<file path="src/rtl/scl_pkg.sv">
package scl_pkg;

  localparam int CharW      = 8;
  localparam int MaskW      = 64;
  localparam int KindW      = 3;
  localparam int ClassW     = 4;
  localparam int MaxResults = 4;
  localparam int ResCntW    = $clog2(MaxResults + 1);
  localparam int ResIdxW    = $clog2(MaxResults);
  localparam int QueueDepth = 2;

  localparam logic [MaskW-1:0] SepMaskReset = 64'h0000_0001_0000_0600;

  localparam logic [CharW-1:0] CharAmp    = 8'h26;
  localparam logic [CharW-1:0] CharBar    = 8'h7c;
  localparam logic [CharW-1:0] CharGt     = 8'h3e;
  localparam logic [CharW-1:0] CharLt     = 8'h3c;
  localparam logic [CharW-1:0] CharSquote = 8'h27;
  localparam logic [CharW-1:0] CharDquote = 8'h22;

  typedef enum logic [3:0] {
    MODE_BETWEEN   = 4'd0,
    MODE_WORD_CMD  = 4'd1,
    MODE_WORD_ARG  = 4'd2,
    MODE_QUOTE_CMD = 4'd3,
    MODE_QUOTE_ARG = 4'd4,
    MODE_PEND_AMP  = 4'd5,
    MODE_PEND_BAR  = 4'd6,
    MODE_PEND_GT   = 4'd7,
    MODE_TGT_SKIP  = 4'd8,
    MODE_TGT       = 4'd9,
    MODE_DROP      = 4'd10
  } scl_mode_t;

  typedef enum logic [KindW-1:0] {
    KIND_CHAR = 3'd0,
    KIND_END  = 3'd1,
    KIND_OP   = 3'd2,
    KIND_ERR  = 3'd3,
    KIND_EOL  = 3'd4
  } scl_kind_t;

  typedef enum logic [ClassW-1:0] {
    CLASS_CMD    = 4'd0,
    CLASS_DQUOTE = 4'd1,
    CLASS_SQUOTE = 4'd2,
    CLASS_WORD   = 4'd3,
    CLASS_OUT    = 4'd4,
    CLASS_IN     = 4'd5,
    CLASS_APPEND = 4'd6,
    CLASS_PIPE   = 4'd7,
    CLASS_AND    = 4'd8,
    CLASS_OR     = 4'd9,
    CLASS_BG     = 4'd10
  } scl_class_t;

  typedef enum logic [1:0] {
    TGT_OUT    = 2'd0,
    TGT_IN     = 2'd1,
    TGT_APPEND = 2'd2
  } scl_tgt_t;

  typedef struct packed {
    scl_mode_t mode;
    logic      expect_command;
    logic      quote_is_single;
    scl_tgt_t  target_class;
  } scl_state_t;

  localparam scl_state_t StateReset = '{
    mode: MODE_BETWEEN, expect_command: 1'b1, quote_is_single: 1'b0, target_class: TGT_OUT
  };

  typedef struct packed {
    scl_kind_t        kind;
    scl_class_t       cls;
    logic [CharW-1:0] ch;
  } scl_result_t;

  typedef struct packed {
    logic [ResCntW-1:0]                 count;
    scl_result_t [MaxResults-1:0]       res;
  } scl_bundle_t;

  function automatic scl_class_t scl_mode_class(scl_mode_t mode, logic quote_is_single,
                                                scl_tgt_t target_class);
    scl_class_t cls;
    unique case (mode) inside
      MODE_WORD_ARG:           cls = CLASS_WORD;
      MODE_QUOTE_ARG:          cls = quote_is_single ? CLASS_SQUOTE : CLASS_DQUOTE;
      MODE_TGT_SKIP, MODE_TGT: begin
        unique case (target_class)
          TGT_IN:     cls = CLASS_IN;
          TGT_APPEND: cls = CLASS_APPEND;
          default:    cls = CLASS_OUT;
        endcase
      end
      default:                 cls = CLASS_CMD;
    endcase
    return cls;
  endfunction

  function automatic logic scl_is_op(logic [CharW-1:0] c);
    return (c == CharAmp) || (c == CharBar) || (c == CharGt) || (c == CharLt);
  endfunction

endpackage

</file>
<file path="src/rtl/scl_char_if.sv">
interface scl_char_if import scl_pkg::*; ();
  logic             valid;
  logic             ready;
  logic [CharW-1:0] line_char;
  logic             line_last;

  modport source(output valid, output line_char, output line_last, input ready);
  modport sink(input valid, input line_char, input line_last, output ready);
endinterface

</file>
<file path="src/rtl/scl_event_if.sv">
interface scl_event_if import scl_pkg::*; ();
  logic              valid;
  logic              ready;
  logic [KindW-1:0]  event_kind;
  logic [ClassW-1:0] token_class;
  logic [CharW-1:0]  token_char;
  logic              run_end;

  modport source(output valid, output event_kind, output token_class, output token_char,
                 output run_end, input ready);
  modport sink(input valid, input event_kind, input token_class, input token_char,
               input run_end, output ready);
endinterface

</file>
<file path="src/rtl/scl_cfg_if.sv">
interface scl_cfg_if import scl_pkg::*; ();
  logic             valid;
  logic             ready;
  logic [MaskW-1:0] separator_mask;

  modport source(output valid, output separator_mask, input ready);
  modport sink(input valid, input separator_mask, output ready);
endinterface

</file>
<file path="src/rtl/scl_front.sv">
module scl_front import scl_pkg::*; (
  input  logic        clk,
  input  logic        rst,
  scl_char_if.sink    chars,
  scl_cfg_if.sink     cfg,
  input  logic        full,
  output logic        push,
  output scl_bundle_t bundle
);

  scl_state_t       state;
  scl_state_t       state_next;
  scl_state_t       fed;
  logic [MaskW-1:0] sep_mask;
  logic             accept;
  logic             is_sep;
  logic [CharW-1:0] c;

  function automatic scl_bundle_t append(scl_bundle_t b, scl_kind_t kind, scl_class_t cls,
                                         logic [CharW-1:0] ch);
    scl_bundle_t r;
    r = b;
    r.res[b.count[ResIdxW-1:0]] = '{kind: kind, cls: cls, ch: ch};
    r.count = b.count + ResCntW'(1);
    return r;
  endfunction

  assign c           = chars.line_char;
  assign chars.ready = !full;
  assign cfg.ready   = 1'b1;
  assign accept      = chars.valid && chars.ready;
  assign is_sep      = (c[CharW-1:6] == '0) && sep_mask[c[5:0]];

  always_ff @(posedge clk) begin
    if (rst) begin
      sep_mask <= SepMaskReset;
      state    <= StateReset;
    end else begin
      if (cfg.valid) begin
        sep_mask <= cfg.separator_mask;
      end
      state <= state_next;
    end
  end

  // Next state: the character is fed first, then the end of line resets everything.
  always_comb begin
    logic again;
    fed   = state;
    again = 1'b1;
    unique case (state.mode) inside
      MODE_PEND_AMP, MODE_PEND_BAR: begin
        fed.expect_command = 1'b1;
        fed.mode           = MODE_BETWEEN;
        again              = (c != ((state.mode == MODE_PEND_AMP) ? CharAmp : CharBar));
      end
      MODE_PEND_GT: begin
        fed.mode = MODE_TGT_SKIP;
        if (c == CharGt) begin
          fed.target_class = TGT_APPEND;
          again            = 1'b0;
        end else begin
          fed.target_class = TGT_OUT;
        end
      end
      default: again = 1'b1;
    endcase
    if (again) begin
      unique case (fed.mode) inside
        MODE_WORD_CMD, MODE_WORD_ARG, MODE_TGT: begin
          if (is_sep) begin
            fed.mode = MODE_BETWEEN;
          end
        end
        MODE_QUOTE_CMD, MODE_QUOTE_ARG: begin
          if (c == (fed.quote_is_single ? CharSquote : CharDquote)) begin
            fed.mode = MODE_BETWEEN;
          end
        end
        MODE_TGT_SKIP: begin
          if (!is_sep) begin
            fed.mode = MODE_TGT;
          end
        end
        MODE_DROP: fed.mode = MODE_DROP;
        default: begin
          fed.mode = MODE_BETWEEN;
          if (!is_sep) begin
            if (scl_is_op(c)) begin
              if (fed.expect_command) begin
                fed.mode = MODE_DROP;
              end else if (c == CharAmp) begin
                fed.mode = MODE_PEND_AMP;
              end else if (c == CharBar) begin
                fed.mode = MODE_PEND_BAR;
              end else if (c == CharGt) begin
                fed.mode = MODE_PEND_GT;
              end else begin
                fed.target_class = TGT_IN;
                fed.mode         = MODE_TGT_SKIP;
              end
            end else if (c == CharSquote || c == CharDquote) begin
              fed.quote_is_single = (c == CharSquote);
              fed.mode            = fed.expect_command ? MODE_QUOTE_CMD : MODE_QUOTE_ARG;
              fed.expect_command  = 1'b0;
            end else begin
              fed.mode           = fed.expect_command ? MODE_WORD_CMD : MODE_WORD_ARG;
              fed.expect_command = 1'b0;
            end
          end
        end
      endcase
    end
    if (!accept) begin
      state_next = state;
    end else if (chars.line_last) begin
      state_next = StateReset;
    end else begin
      state_next = fed;
    end
  end

  // Outputs: the events caused by the character, then those of the end of line.
  always_comb begin
    logic       again;
    logic       dbl;
    scl_mode_t  mode2;
    logic       expc2;
    scl_tgt_t   tgt2;
    scl_class_t cls2;
    bundle = '0;
    again  = 1'b1;
    dbl    = 1'b0;
    mode2  = state.mode;
    expc2  = state.expect_command;
    tgt2   = state.target_class;
    unique case (state.mode) inside
      MODE_PEND_AMP: begin
        dbl    = (c == CharAmp);
        bundle = append(bundle, KIND_OP, dbl ? CLASS_AND : CLASS_BG, '0);
        again  = !dbl;
        mode2  = MODE_BETWEEN;
        expc2  = 1'b1;
      end
      MODE_PEND_BAR: begin
        dbl    = (c == CharBar);
        bundle = append(bundle, KIND_OP, dbl ? CLASS_OR : CLASS_PIPE, '0);
        again  = !dbl;
        mode2  = MODE_BETWEEN;
        expc2  = 1'b1;
      end
      MODE_PEND_GT: begin
        again = (c != CharGt);
        mode2 = MODE_TGT_SKIP;
        tgt2  = TGT_OUT;
      end
      default: again = 1'b1;
    endcase
    cls2 = scl_mode_class(mode2, state.quote_is_single, tgt2);
    if (again) begin
      unique case (mode2) inside
        MODE_WORD_CMD, MODE_WORD_ARG, MODE_TGT: begin
          bundle = is_sep ? append(bundle, KIND_END, cls2, '0)
                          : append(bundle, KIND_CHAR, cls2, c);
        end
        MODE_QUOTE_CMD, MODE_QUOTE_ARG: begin
          if (c == (state.quote_is_single ? CharSquote : CharDquote)) begin
            bundle = append(bundle, KIND_END, cls2, '0);
          end else begin
            bundle = append(bundle, KIND_CHAR, cls2, c);
          end
        end
        MODE_TGT_SKIP: begin
          if (!is_sep) begin
            bundle = append(bundle, KIND_CHAR, cls2, c);
          end
        end
        MODE_DROP: bundle = bundle;
        default: begin
          if (!is_sep) begin
            if (scl_is_op(c)) begin
              if (expc2) begin
                bundle = append(bundle, KIND_ERR, CLASS_CMD, c);
              end
            end else if (c != CharSquote && c != CharDquote) begin
              bundle = append(bundle, KIND_CHAR, expc2 ? CLASS_CMD : CLASS_WORD, c);
            end
          end
        end
      endcase
    end
    if (chars.line_last) begin
      unique case (fed.mode) inside
        MODE_WORD_CMD, MODE_WORD_ARG, MODE_QUOTE_CMD, MODE_QUOTE_ARG,
        MODE_TGT_SKIP, MODE_TGT: begin
          bundle = append(bundle, KIND_END,
                          scl_mode_class(fed.mode, fed.quote_is_single, fed.target_class), '0);
        end
        MODE_PEND_AMP: bundle = append(bundle, KIND_OP, CLASS_BG, '0);
        MODE_PEND_BAR: bundle = append(bundle, KIND_OP, CLASS_PIPE, '0);
        MODE_PEND_GT:  bundle = append(bundle, KIND_END, CLASS_OUT, '0);
        default:       bundle = bundle;
      endcase
      bundle = append(bundle, KIND_EOL, CLASS_CMD, '0);
    end
  end

  assign push = accept && (bundle.count != '0);

endmodule

</file>
<file path="src/rtl/scl_queue.sv">
module scl_queue import scl_pkg::*; #(
  parameter int Depth = QueueDepth
) (
  input  logic        clk,
  input  logic        rst,
  input  logic        push,
  input  scl_bundle_t push_data,
  input  logic        pop,
  output scl_bundle_t head,
  output logic        empty,
  output logic        full
);

  localparam int PtrW = (Depth > 1) ? $clog2(Depth) : 1;
  localparam int CntW = $clog2(Depth + 1);

  scl_bundle_t         entries [Depth];
  logic [PtrW-1:0]     wr_ptr;
  logic [PtrW-1:0]     rd_ptr;
  logic [CntW-1:0]     fill;

  assign empty = (fill == '0);
  assign full  = (fill == CntW'(Depth));
  assign head  = entries[rd_ptr];

  always_ff @(posedge clk) begin
    if (push) begin
      entries[wr_ptr] <= push_data;
    end
  end

  always_ff @(posedge clk) begin
    if (rst) begin
      wr_ptr <= '0;
      rd_ptr <= '0;
      fill   <= '0;
    end else begin
      if (push) begin
        wr_ptr <= (wr_ptr == PtrW'(Depth - 1)) ? '0 : wr_ptr + PtrW'(1);
      end
      if (pop) begin
        rd_ptr <= (rd_ptr == PtrW'(Depth - 1)) ? '0 : rd_ptr + PtrW'(1);
      end
      if (push && !pop) begin
        fill <= fill + CntW'(1);
      end else if (pop && !push) begin
        fill <= fill - CntW'(1);
      end
    end
  end

endmodule

</file>
<file path="src/rtl/scl_back.sv">
module scl_back import scl_pkg::*; (
  input  logic        clk,
  input  logic        rst,
  input  scl_bundle_t head,
  input  logic        empty,
  output logic        pop,
  scl_event_if.source events
);

  logic [ResIdxW-1:0] idx;
  logic               load;
  logic               is_last;
  scl_result_t        cur;

  assign load    = !empty && (!events.valid || events.ready);
  assign cur     = head.res[idx];
  assign is_last = ((ResCntW'(idx) + ResCntW'(1)) == head.count);
  assign pop     = load && is_last;

  always_ff @(posedge clk) begin
    if (rst) begin
      events.valid <= 1'b0;
      idx          <= '0;
    end else begin
      if (load) begin
        events.valid <= 1'b1;
        idx          <= is_last ? '0 : idx + ResIdxW'(1);
      end else if (events.ready) begin
        events.valid <= 1'b0;
      end
    end
  end

  always_ff @(posedge clk) begin
    if (load) begin
      events.event_kind  <= cur.kind;
      events.token_class <= cur.cls;
      events.token_char  <= cur.ch;
      events.run_end     <= is_last;
    end
  end

endmodule

</file>
<file path="src/rtl/shell_command_line_lexer.sv">
// Command-line lexer: one character in per transfer on chars, token events out on events.
// A chars transfer carries line_char and line_last; line_last marks the final character of
// a line, after which the open token is closed and an end-of-line event follows.
// Each character causes zero to four events; run_end marks the last event of a character.
// The cfg channel writes the separator mask and is always ready; write it only while idle.
// The front end classifies a character in the cycle of its transfer and queues its events
// as one group; the back end sends them from an output register, one per cycle while
// events.ready is high. The input accepts a new character whenever the queue is not full,
// also while earlier events are still waiting in the queue or the output register.
// Characters that cause no event never occupy the queue.
// When events.ready is low, the output register holds its event, the queue fills, and
// chars.ready drops once the queue is full.
// Reset clears the lexer state to "between tokens, command expected", empties the queue
// and the output register, and restores the separator mask to space, tab and newline.
module shell_command_line_lexer import scl_pkg::*; #(
  parameter int QUEUE_DEPTH = QueueDepth
) (
  input logic         clk,
  input logic         rst,
  scl_char_if.sink    chars,
  scl_cfg_if.sink     cfg,
  scl_event_if.source events
);

  logic        push;
  logic        pop;
  logic        empty;
  logic        full;
  scl_bundle_t push_data;
  scl_bundle_t head;

  scl_front u_front (
    .clk    (clk),
    .rst    (rst),
    .chars  (chars),
    .cfg    (cfg),
    .full   (full),
    .push   (push),
    .bundle (push_data)
  );

  scl_queue #(
    .Depth (QUEUE_DEPTH)
  ) u_queue (
    .clk       (clk),
    .rst       (rst),
    .push      (push),
    .push_data (push_data),
    .pop       (pop),
    .head      (head),
    .empty     (empty),
    .full      (full)
  );

  scl_back u_back (
    .clk    (clk),
    .rst    (rst),
    .head   (head),
    .empty  (empty),
    .pop    (pop),
    .events (events)
  );

endmodule

</file>
<file path="src/flat_wrapper.sv">
// flat-port wrapper written by rule: the top's interface ports become plain ports
module shell_command_line_lexer_flat import scl_pkg::*;
#(
  parameter int QUEUE_DEPTH = QueueDepth
)
  (clk, rst, chars_valid, chars_line_char, chars_line_last, chars_ready, cfg_valid, cfg_separator_mask, cfg_ready, events_valid, events_event_kind, events_token_class, events_token_char, events_run_end, events_ready);
  scl_char_if chars_i ();
  scl_cfg_if cfg_i ();
  scl_event_if events_i ();
  input logic clk;
  input logic rst;
  input wire logic [$bits(chars_i.valid)-1:0] chars_valid;
  input wire logic [$bits(chars_i.line_char)-1:0] chars_line_char;
  input wire logic [$bits(chars_i.line_last)-1:0] chars_line_last;
  output wire logic [$bits(chars_i.ready)-1:0] chars_ready;
  input wire logic [$bits(cfg_i.valid)-1:0] cfg_valid;
  input wire logic [$bits(cfg_i.separator_mask)-1:0] cfg_separator_mask;
  output wire logic [$bits(cfg_i.ready)-1:0] cfg_ready;
  output wire logic [$bits(events_i.valid)-1:0] events_valid;
  output wire logic [$bits(events_i.event_kind)-1:0] events_event_kind;
  output wire logic [$bits(events_i.token_class)-1:0] events_token_class;
  output wire logic [$bits(events_i.token_char)-1:0] events_token_char;
  output wire logic [$bits(events_i.run_end)-1:0] events_run_end;
  input wire logic [$bits(events_i.ready)-1:0] events_ready;
  assign chars_i.valid = chars_valid;
  assign chars_i.line_char = chars_line_char;
  assign chars_i.line_last = chars_line_last;
  assign chars_ready = chars_i.ready;
  assign cfg_i.valid = cfg_valid;
  assign cfg_i.separator_mask = cfg_separator_mask;
  assign cfg_ready = cfg_i.ready;
  assign events_valid = events_i.valid;
  assign events_event_kind = events_i.event_kind;
  assign events_token_class = events_i.token_class;
  assign events_token_char = events_i.token_char;
  assign events_run_end = events_i.run_end;
  assign events_i.ready = events_ready;
  shell_command_line_lexer #(.QUEUE_DEPTH(QUEUE_DEPTH)) u_core (.clk(clk), .rst(rst), .chars(chars_i), .cfg(cfg_i), .events(events_i));
endmodule
</file>
<file path="config.mk">
export PLATFORM = sky130hd
export DESIGN_NAME = shell_command_line_lexer_flat
export DESIGN_NICKNAME = d
export VERILOG_FILES = /design/src/rtl/scl_pkg.sv /design/src/rtl/scl_char_if.sv /design/src/rtl/scl_event_if.sv /design/src/rtl/scl_cfg_if.sv /design/src/rtl/scl_front.sv /design/src/rtl/scl_queue.sv /design/src/rtl/scl_back.sv /design/src/rtl/shell_command_line_lexer.sv /design/src/flat_wrapper.sv
export SDC_FILE = /design/constraint.sdc
export NUM_CORES = 1
export LEC_CHECK = 0
export BUFFER_PORTS_ARGS = -buffer_cell sky130_fd_sc_hd__buf_4
export CORE_MARGIN = 3
export CORE_UTILIZATION = 45
export CTS_CLUSTER_DIAMETER = 100
export CTS_CLUSTER_SIZE = 16
export DETAILED_ROUTE_END_ITERATION = 10
export PLACE_DENSITY = 0.72
export SYNTH_ARGS = -nofsm -noshare
export SYNTH_HDL_FRONTEND = slang
export SYNTH_SLANG_ARGS = --single-unit
</file>
<file path="constraint.sdc">
create_clock -name clk -period 5.9 [get_ports clk]
set_clock_uncertainty 0.05 [all_clocks]
set_input_delay 0.59 -clock clk [delete_from_list [all_inputs] [get_ports clk]]
set_output_delay 0.59 -clock clk [all_outputs]
set_load 0.02 [all_outputs]
</file>
---- Word level (Yosys, flattened, before mapping) ----
Memories as Yosys holds them, arrays and structs flattened. A register that Yosys moved wholly into a read port is not among the register bits.
Cells that the tools add are included.
word-level totals
  bits in registers ....................... 95
  bits in writable memories ............... 126
  bits of input ports ..................... 78
  memories ................................ 1
cells by class
  add/subtract/negate cells ............... 9
  order comparisons ....................... 8
  equal/unequal tests ..................... 36
  muxes and demuxes ....................... 83
  bitwise gates (word level) .............. 12
  reduce and logical (&&, ||, !) cells .... 35
memories
  memory                  depth  width  rd ports  clocked after Yosys merged registers in  wr ports  RTL line         RTL
  u_core.u_queue.entries  2      63     1         1                                        1         scl_queue.sv:17  scl_bundle_t entries [Depth];
operators with widths
  operator                                                          count
  63-bit case mux with 4 select lines                               2
  63-bit 2-to-1 mux                                                 5
  60-bit bitwise mux                                                5
  62-bit 2-to-1 mux                                                 3
  61-bit case mux with 2 select lines                               1
  60-bit 2-to-1 mux                                                 2
  15-bit demux with 2-bit select                                    3
  15-bit 2-to-1 mux                                                 4
  56-bit AND                                                        1
  56-bit NOT                                                        1
  52-bit AND                                                        1
  4-bit 2-to-1 mux                                                  13
  52-bit NOT                                                        1
  48-bit AND                                                        1
  48-bit NOT                                                        1
  44-bit AND                                                        1
  44-bit NOT                                                        1
  8-bit by 6-bit == test with 1-bit output (second input constant)  5
  2-bit 2-to-1 mux                                                  17
  4-bit by 3-bit == test with 1-bit output (second input constant)  8
  15-bit binary-select mux with 2-bit select                        1
  8-bit 2-to-1 mux                                                  3
  8-bit by 6-bit != test with 1-bit output (second input constant)  3
  4-bit == test (second input constant)                             5
  41 further kinds                                                  95

---- Logic depth before layout (Yosys ltp) ----
  word-level depth ........................ 34
  depth in mapped cells ................... 28

---- Modules after synthesis ----
Synthesis repeated with hierarchy kept, for this count alone.
unflattened totals
  cells, all modules ...................... 974
  area, all modules ....................... 11377.2 µm²
by module, submodules not included
  module     times used  cells an instance  area each (µm²)  sequential area each (µm²)
  scl_front  1           701                5525.3           1441.4
  scl_queue  1           218                4773.3           3883.7
  scl_back   1           55                 1078.5           540.5

---- Worst setup path after synthesis ----
No wires, ideal clock.
  kind .................................... input port to flip-flop
  from .................................... input chars_line_char[3]
  to ...................................... memory u_core.u_queue.entries[0][0] (netlist bit) (enable)
  library setup time ...................... 0.409 ns
  data arrival time ....................... 5.486 ns
  required time ........................... 5.441 ns
  path slack .............................. -0.045 ns
  stages .................................. 18
  cell sequence ........................... buf_2 > clkbuf_1 > or3b_1 > nor4_1 > ha_1 > nor3_1 > a31o_2 > a2111oi_4 > and3_1 > o21ai_2 > buf_2 > o21a_1 > ha_1 > nand2_1 > o21ai_0 > nor2_1 > a211oi_4 > and2_1
RTL lines
  what                RTL line            RTL
  start: declaration  flat_wrapper.sv:13  input wire logic [$bits(chars_i.line_char)-1:0] chars_line_char;
  end: declaration    scl_queue.sv:17

==> results.sh <==
export IMPL_status="finished, final reports clean"
export IMPL_grt_max_degree=82
export IMPL_cts_tree="yes"
export IMPL_die_x_um=153
export IMPL_clk_path_buf_depth=2
export IMPL_synthArstFlopShare_pct=0
export IMPL_hp_class="in -> reg"
export IMPL_synth_area_sq_mm=0.00971
export IMPL_crit_fanout=19
export IMPL_numCtsBuffers=17
export IMPL_placement_io_buffers=95
export IMPL_syn_nets=963
export IMPL_gr_total_overflow=0
export IMPL_synth_edff_count=110
export IMPL_p_leak_nw=4.42
export IMPL_start_util_pct=46.1
export IMPL_h_tree_depth=4
export IMPL_n_antenna_cell=0
export IMPL_rows=53
export IMPL_fmax_mhz=191
export IMPL_fin_crit_ns=5.23
export IMPL_powerDensity_mw_per_mm2=373
export IMPL_yosysUniqueCellTypes=80
export IMPL_hold_depth=2
export IMPL_syn_avg_cell_area_sq_um=11.2
export IMPL_yosysWarnings=0
export IMPL_dr_first_iter_drc_count=714
export IMPL_drt_pass1_iter_count=5
export IMPL_reg2regPathDepth=17
export IMPL_first_global_vias=7008
export IMPL_critPathRequiredTime_ns=6.20
export IMPL_max_slew_margin_pct=29.8
export IMPL_cap_viol_max_count=0
export IMPL_drt_vias_per_instance=5.78
export IMPL_setup_viol=0
export IMPL_route_detailed_drc=0
export IMPL_rsz0062_at_grt="no"
export IMPL_fin_nets=1041
export IMPL_start_kind="flop"
export IMPL_io_pins=97
export IMPL_drive_gt1_share_pct=21.0
export IMPL_wl_um=23700
export IMPL_fillers=1841
export IMPL_grt_first_pass_wirelength_um=37900
export IMPL_tns_ns=0
export IMPL_postCtsHoldBufs=0
export IMPL_power_mw=4.22
export IMPL_slew_viol_final=0
export IMPL_hold_viol=0
export IMPL_ant_nets=0
export IMPL_synth_seq_cells=190
export IMPL_clkLatencyLatePin_ns=0.43
export IMPL_cts_post_setup_buffers_inserted=0
export IMPL_synthCells=870
export IMPL_ys_seq_area_share_pct=50.5
export IMPL_cts_sinks=190
export IMPL_wl_per_cell_um=19.1
export IMPL_cts_resized=0
export IMPL_place_congestion=0.940
export IMPL_crit_arrival_ns=5.53
export IMPL_syn_to_final_growth_pct=16.4
export IMPL_die_height_um=153
export IMPL_core_area_sq_mm=0.0211
export IMPL_final_period_utilization_pct=88.6
export IMPL_antenna_found_initial=0
export IMPL_worstMarginPinSlew_ns=1.05
export IMPL_die_area_sq_mm=0.0234
export IMPL_critPathKind="reg -> reg"
export IMPL_root_buffer="clkbuf_16"
export IMPL_synth_main_ff_cell="edfxtp_1"
export IMPL_via_count=7142
export IMPL_gr_usage_all_layers_pct=20.1
export IMPL_clk_pin_slew_ns=0.07
export IMPL_ir_drop_uv=199
export IMPL_end_kind="flop"
export IMPL_hpwl_um=16600
stage by stage:
step                      utilization (%)  hold WS (ns)  setup slack (ns)  cells  instance area [sq um]
final                                53.6         0.313             0.674   1236                  11300
after global routing                 53.6         0.307             0.307   1236                  11300
after CTS                            53.6         0.299             0.734   1236                  11300
after detailed placement             50.8         0.419             0.294   1204                  10700
after global placement               50.8         0.416             0.450   1204                  10700
after floorplan                         -         0.400             0.455    870                   9720
layout by cell type, fill, tap and decap left out, types with 4 or more instances in the layout:
master,instances
nor2_1,134
buf_4,115
edfxtp_1,110
mux2i_1,87
dfxtp_1,80
a21oi_1,42
nand2_1,39
mux4_2,28
inv_1,21
nand3_1,20
clkbuf_16,18
o21ai_0,17
nor3_1,17
nor2b_1,15
ha_1,15
a22oi_1,13
nand2b_1,10
and2_1,10
mux2_2,9
o211ai_1,8
and3_1,8
o21a_1,7
xor2_1,6
a31oi_1,6
nand4_1,5
xnor2_1,5
o22ai_1,5
a211o_1,5
nand3b_1,4
a32oi_1,4
o31a_1,4
a2bb2oi_1,4
final timing paths:
check	startpoint	end	slack [ns]
worst max-delay path	u_core.u_front.state[4]	u_core.u_queue.fill[1]	0.67
worst min-delay path	cfg_separator_mask[32]	u_core.u_front.sep_mask[32]	0.31
worst max register to register	u_core.u_front.state[4]	u_core.u_queue.fill[1]	0.67
worst min register to register	u_core.u_front.state[0]	u_core.u_front.state[0]	0.43
sequential cells by signal (all words and copies together) (netlist names), named ones only:
signal	cells
u_core.u_queue.wr_ptr	1
u_core.u_queue.fill	2
u_core.u_queue.entries	94
u_core.u_back.idx	2
u_core.u_front.state	8
u_core.u_back.events.token_class	4
u_core.u_queue.rd_ptr	1
u_core.u_back.events.token_char	8
u_core.u_front.sep_mask	64
u_core.u_back.events.run_end	1
u_core.u_back.events.event_kind	3
u_core.u_back.events.valid	1
worst max-delay path, cell delays in order (launching register included):
cell and delay [ns]:
dfxtp_1 0.75, inv_1 0.20, nor2_1 0.33, a22oi_1 0.27, and2_1 0.30, o41ai_4 0.65
a211oi_1 0.17, o21ai_2 0.34, nand2_1 0.10, o21a_1 0.15, ha_1 0.28, nand2_1 0.04
o21ai_0 0.21, nor2_1 0.14, a211oi_4 0.33, ha_1 0.32, or3_1 0.37, a21oi_1 0.14
cell families after synthesis:
family / after synthesis / share of synthesized area, %
mux: 125 / 16.6
buf+inv: 82 / 3.54
flops: 190 / 50.5
fa+ha+maj: 15 / 1.93
compound gates: 152 / 11.6
other cells: 1 / 0.0386
simple gates: 294 / 14.8
xor+xnor: 11 / 0.992
metal layers:
metal	vias to the layer above	part of all wire, %	global-route usage [%]
met5	-	0	0
met4	0	2.6	7.04
met3	49	6.3	4.45
met2	256	48	31.8
met1	3446	43	27.4
li1	3391	-	-
cells in the mapped netlist (all sizes together) (18+ instances only):
| cell type | number | area share, % |
|---|---|---|
| buf | 27 | 1.4 |
| edfxtp | 110 | 34 |
| nor2 | 134 | 5.2 |
| mux4 | 28 | 6.5 |
| a21oi | 42 | 2.2 |
| inv | 23 | 0.89 |
| mux2i | 87 | 9.0 |
| o21ai | 19 | 1.0 |
| nand2 | 39 | 1.5 |
| clkbuf | 31 | 1.2 |
| nor3 | 18 | 0.98 |
| nand3 | 20 | 1.0 |
| dfxtp | 80 | 16 |
power breakdown:
part / total, mW / switching (mW) / internal, mW
logic: 1.22 / 0.676 / 0.544
clock network: 1.17 / 0.503 / 0.669
registers: 1.83 / 0.0963 / 1.73
layout make-up:
cell class / instances / area, sq um / share of cell area, %
multi-input cells: 598 / 4470 / 39.5
clock inverters: 10 / 126 / 1.12
clock buffers: 22 / 475 / 4.20
inverters: 24 / 90.1 / 0.796
well taps: 275 / 344 / 3.04
flip-flops and latches: 190 / 4900 / 43.4
repair buffers: 117 / 903 / 7.99
Power figures use the tool's default switching activity.
